**config.mk**
```make
export PLATFORM = sky130hd
export DESIGN_NAME = lsepg_color_calc
export DESIGN_NICKNAME = d
export VERILOG_FILES = /design/src/design/lsepg_pkg.sv /design/src/design/lsepg_color_calc.sv
export SDC_FILE = /design/constraint.sdc
export NUM_CORES = 2
export LEC_CHECK = 0
export ABC_AREA = 1
export BUFFER_PORTS_ARGS = -buffer_cell sky130_fd_sc_hd__buf_2
export CORE_ASPECT_RATIO = 2
export CORE_MARGIN = 1.5
export CORE_UTILIZATION = 40
export DETAILED_ROUTE_END_ITERATION = 7
export PLACE_DENSITY = 0.54
export SLEW_MARGIN = 20
export SYNTH_ARGS = -nofsm -noshare
export SYNTH_HDL_FRONTEND = slang
export SYNTH_SLANG_ARGS = --single-unit
```
**constraint.sdc**
```tcl
create_clock -name vclk -period 37.3
set_input_delay 1.865 -clock vclk [all_inputs]
set_output_delay 1.865 -clock vclk [all_outputs]
set_load 0.005 [all_outputs]
```
**src/design/lsepg_pkg.sv**
```systemverilog
// ----------------------------------------------------------------------------
// lsepg_pkg
// Shared types and constants for the LED strip effect pixel generator.
// ----------------------------------------------------------------------------
package lsepg_pkg;

  localparam int unsigned CntW   = 9;
  localparam int unsigned CntMax = 511;
  localparam int unsigned ProgW  = 17;
  localparam int unsigned CfgIdxW  = 4;
  localparam int unsigned CfgDataW = 16;

  localparam logic [ProgW-1:0] ProgOne  = 17'd65536;
  localparam logic [ProgW-1:0] ProgHalf = 17'd32768;

  typedef enum logic [1:0] {
    EffBlink  = 2'd0,
    EffOff    = 2'd1,
    EffWipe   = 2'd2,
    EffBounce = 2'd3
  } effect_e;

  typedef enum logic [CfgIdxW-1:0] {
    RegEffectSelect = 4'd0,
    RegPixelCount   = 4'd1,
    RegStartRed     = 4'd2,
    RegStartGreen   = 4'd3,
    RegStartBlue    = 4'd4,
    RegEndRed       = 4'd5,
    RegEndGreen     = 4'd6,
    RegEndBlue      = 4'd7
  } cfg_reg_e;

  typedef struct packed {
    logic [ProgW-1:0] progress;
    logic [7:0]       pixel_index;
    logic [7:0]       prev_red;
    logic [7:0]       prev_green;
    logic [7:0]       prev_blue;
  } pix_in_t;

  typedef struct packed {
    logic [7:0] red_out;
    logic [7:0] green_out;
    logic [7:0] blue_out;
  } pix_out_t;

  typedef struct packed {
    logic [CfgIdxW-1:0]  index;
    logic [CfgDataW-1:0] wdata;
  } cfg_wr_t;

  typedef struct packed {
    effect_e         effect_select;
    logic [CntW-1:0] pixel_count;
    logic [7:0]      start_red;
    logic [7:0]      start_green;
    logic [7:0]      start_blue;
    logic [7:0]      end_red;
    logic [7:0]      end_green;
    logic [7:0]      end_blue;
  } cfg_regs_t;

endpackage

```
**src/design/lsepg_color_calc.sv**
```systemverilog
// ----------------------------------------------------------------------------
// lsepg_color_calc
// Per-pixel color logic for blink, off, wipe and bounce effects.
// ----------------------------------------------------------------------------
module lsepg_color_calc #(
  parameter int unsigned MAX_PIXELS = 256
) (
  input  lsepg_pkg::cfg_regs_t cfg_i,
  input  lsepg_pkg::pix_in_t   pix_i,
  output lsepg_pkg::pix_out_t  pix_o
);
  import lsepg_pkg::*;

  localparam int unsigned CntCap = (MAX_PIXELS > CntMax) ? CntMax : MAX_PIXELS;

  function automatic logic [7:0] blend(input logic [7:0] s, input logic [7:0] e,
                                       input logic [ProgW-1:0] t);
    logic signed [8:0]  diff;
    logic signed [26:0] prod;
    logic [10:0]        sum;
    diff = $signed({1'b0, e}) - $signed({1'b0, s});
    prod = diff * $signed({1'b0, t});
    sum  = {3'b000, s} + prod[26:16];
    return sum[7:0];
  endfunction

  // floor(x/3) for 8-bit x
  function automatic logic [7:0] div3(input logic [7:0] x);
    logic [15:0] m;
    m = {8'd0, x} * 16'd171;
    return {1'b0, m[15:9]};
  endfunction

  logic [CntW-1:0]  cnt, cnt_m1, idx9, wipe_last;
  logic [ProgW-1:0] prog, tri_t;
  logic [25:0]      wipe_prod;
  logic [9:0]       span, led_a, led, trail_gap;
  logic [26:0]      bnc_prod;
  logic [10:0]      pos;
  logic             in_strip;

  always_comb begin
    cnt      = (cfg_i.pixel_count > CntW'(CntCap)) ? CntW'(CntCap) : cfg_i.pixel_count;
    cnt_m1   = cnt - CntW'(1);
    idx9     = {1'b0, pix_i.pixel_index};
    in_strip = idx9 < cnt;
    prog     = (pix_i.progress > ProgOne) ? ProgOne : pix_i.progress;
    tri_t    = (prog <= ProgHalf) ? ProgW'(prog << 1) : ProgW'((ProgOne - prog) << 1);

    wipe_prod = 26'(cnt) * 26'(prog);
    wipe_last = (wipe_prod[25:16] > {1'b0, cnt_m1}) ? cnt_m1 : wipe_prod[24:16];

    span     = {cnt_m1, 1'b0};
    bnc_prod = 27'(span) * 27'(prog);
    pos      = bnc_prod[26:16];
    if (span == 10'd0) begin
      led_a = 10'd0;
    end else if (pos >= {1'b0, span}) begin
      led_a = 10'(pos - {1'b0, span});
    end else begin
      led_a = pos[9:0];
    end
    led       = (led_a > {1'b0, cnt_m1}) ? (span - led_a) : led_a;
    trail_gap = led - {2'b00, pix_i.pixel_index};

    pix_o.red_out   = pix_i.prev_red;
    pix_o.green_out = pix_i.prev_green;
    pix_o.blue_out  = pix_i.prev_blue;

    if (in_strip) begin
      case (cfg_i.effect_select)
        EffBlink: begin
          pix_o.red_out   = blend(cfg_i.start_red,   cfg_i.end_red,   tri_t);
          pix_o.green_out = blend(cfg_i.start_green, cfg_i.end_green, tri_t);
          pix_o.blue_out  = blend(cfg_i.start_blue,  cfg_i.end_blue,  tri_t);
        end
        EffOff: begin
          pix_o = '0;
        end
        EffWipe: begin
          if (idx9 <= wipe_last) begin
            pix_o.red_out   = cfg_i.end_red;
            pix_o.green_out = cfg_i.end_green;
            pix_o.blue_out  = cfg_i.end_blue;
          end
        end
        EffBounce: begin
          pix_o = '0;
          if ({2'b00, pix_i.pixel_index} <= led) begin
            case (trail_gap)
              10'd0, 10'd1: begin
                pix_o.red_out   = cfg_i.end_red;
                pix_o.green_out = cfg_i.end_green;
                pix_o.blue_out  = cfg_i.end_blue;
              end
              10'd2: begin
                pix_o.red_out   = {1'b0, cfg_i.end_red[7:1]};
                pix_o.green_out = {1'b0, cfg_i.end_green[7:1]};
                pix_o.blue_out  = {1'b0, cfg_i.end_blue[7:1]};
              end
              10'd3: begin
                pix_o.red_out   = div3(cfg_i.end_red);
                pix_o.green_out = div3(cfg_i.end_green);
                pix_o.blue_out  = div3(cfg_i.end_blue);
              end
              default: ;
            endcase
          end
        end
        default: ;
      endcase
    end
  end

endmodule

```
==> qor.csv <==
metric;value;unit
critical path's slowest cell;clkinv_1;
data required time at the worst endpoint;35430;ps
post-synth cell types;58;
vias;27200;
Rows;143;
# hold bufs at CTS;0;
Post-Route WL;102000;um
cell count after synthesis;4148;
Fin Setup TNS;0;ps
Crit Path Max Fanout;32;
# setup viols final;0;
MaxCap Viol Count;0;
DR DRC count;0;
RSZ-0062 raised after global routing;no;
First-pass DRT Iterations;5;
FMAX;0.0570;GHz
gpl congestion;0.900;
final hold violations;0;
Reg area;0;um2
Die Span Y;394;um
met1 usage in global routing;0.251;
CP endpoint;pix_o[7];
share of layout cells above drive strength 1;0.0610;
cell type with the highest aggregate area in the netlist;fa_1;
fillers;8092;
Multi-input gate area;26600;um2
Routed Antenna Nets;0;
hpwl dp;87300;um
initial core utilization;0.403;
CORE AREA;75900;um2
CP Launch Point;cfg_i[56];
gr usage total;0.268;
fin nets;5315;
Slew Limit Fails;0;
Syn. warnings;0;
Clock buffer cells;0;
grt met3 use;0.0183;
Setup crit end kind;primary output;
worst hold slack;4010;ps
global routing's busiest layer;met2;
FFs & Latches;0;
number of buffers added on ports;132;
die width;198;um
Most Frequent Cell on Critical Path;nand2_1;
register area share after synthesis;0;
Syn Nets;5265;
M2 GR Usage;0.542;
CP Launch Type;primary input;
largest net degree at the start of global routing;52;
fin crit period;17550;ps
HP Class;in2out;
Area Overhead vs Synth;5.88;%
die area;78100;um2
synth top area cells;fa_1 36%, ha_1 19%, nand2_1 11%;
initial antenna violation count;4;
Mean Syn Cell Area;7.36;um2
Slew @ Worst Pin;961;ps
final period utilization;0.471;
vias in the first global route;29800;
Post-CTS Setup Bufs;0;
detailed-route wire length per cell;19.6;um
CP Class;in2out;
status;complete, no violations;
Synth top area share;0.362;
vias per cell;5.21;
first-pass GRT wire length;160000;um
CP max stage delay;800;ps
I/O pin count;132;
CTS resizes;0;
Initial DRC Count;992;
ANT cells;0;
Worst EP arrival;15690;ps
worst rel slew slack;0.357;
grt total ovfl;0;
synthesized cell area;30500;um2
critical path: cells and delay by family:
family          cells  cell delay (ps)
compound gates     16             2940
xor+xnor            2              870
fa+ha+maj           9             3620
buf+inv            14             2560
simple gates       28             3810
area by class of cell:
class              instances  area share
well taps               1015      0.0393
inverters                914       0.106
multi-input cells       3104       0.823
repair buffers           178      0.0317
logic make-up (layout without fill, tap and decap cells):
logic type / count (synthesis) / count (layout) / synth area share
buf+inv: 1044 / 1092 / 0.130
fa+ha+maj: 1009 / 1009 / 0.549
simple gates: 1619 / 1619 / 0.219
compound gates: 347 / 347 / 0.0642
xor+xnor: 129 / 129 / 0.0377
metal layers:
layer  wire (um)  vias up
met4        8090        6
met3        2880      315
met2       57800      631
li1            -    12700
met5          43        -
met1       33100    13500
synth_stat cells (3+ instances only):
library cell    n
a211oi_1       11
a21o_1         10
a21oi_1       173
a221oi_1        4
a31oi_1         6
and2_1          3
buf_1           6
buf_2           4
buf_4           8
clkbuf_1      110
clkinv_1        8
fa_1          552
ha_1          457
inv_1         890
inv_2          14
nand2_1       925
nand2_2        11
nand3_1       149
nand3_2         8
nand3b_1       18
nand4_1        26
nor2_1        414
nor2_2          7
nor3_1         17
nor4_1         10
o2111ai_1       4
o211ai_1        8
o21ai_0        91
o21ai_1         3
o21bai_1       19
o221ai_1        3
o31ai_1         3
or2_2          18
xnor2_1        34
xor2_1         92
xor2_2          3
stage by stage:
step | setup slack, ps | instances | cell area (um2) | utilization
final | 19750 | 5211 | 32300 | 0.426
after global routing | 18550 | 5211 | 32300 | 0.426
after CTS | 19590 | 5210 | 32300 | 0.426
after detailed placement | 19600 | 5210 | 32300 | 0.426
after global placement | 19790 | 5210 | 32300 | 0.426
after floorplan | 22220 | 4148 | 30500 | -
layout by cell type, fill, tap and decap left out, types with 6 or more instances in the layout:
cell,Yosys,routed
nor3_1,17,17
o211ai_1,8,8
or2_2,18,18
xnor2_1,34,34
nand3_1,149,149
a21oi_1,173,172
buf_4,8,45
nand3_2,8,8
ha_1,457,457
a211oi_1,11,11
o21ai_0,91,91
nor2_1,414,414
inv_2,14,14
nand2_1,925,925
inv_1,890,890
nand4_1,26,26
a21o_1,10,10
a31oi_1,6,6
buf_2,4,132
nor4_1,10,10
o21bai_1,19,19
nand2_2,11,11
fa_1,552,552
clkinv_1,8,8
xor2_1,92,90
nand3b_1,18,18
nor2_2,7,7
how the worst min path moves through the flow:
stage               startpoint        to  slack [ps]  depth (start not counted)
floorplan             pix_i[0]  pix_o[0]        3830                          2
global placement      pix_i[1]  pix_o[1]        4010                          4
detailed placement    pix_i[1]  pix_o[1]        4010                          4
CTS                   pix_i[1]  pix_o[1]        4010                          4
global route          pix_i[1]  pix_o[1]        4030                          4
finish                pix_i[1]  pix_o[1]        4010                          4
Power is not shown: default switching activity piles up to over one toggle a cycle in this logic, so the estimate is an artifact.
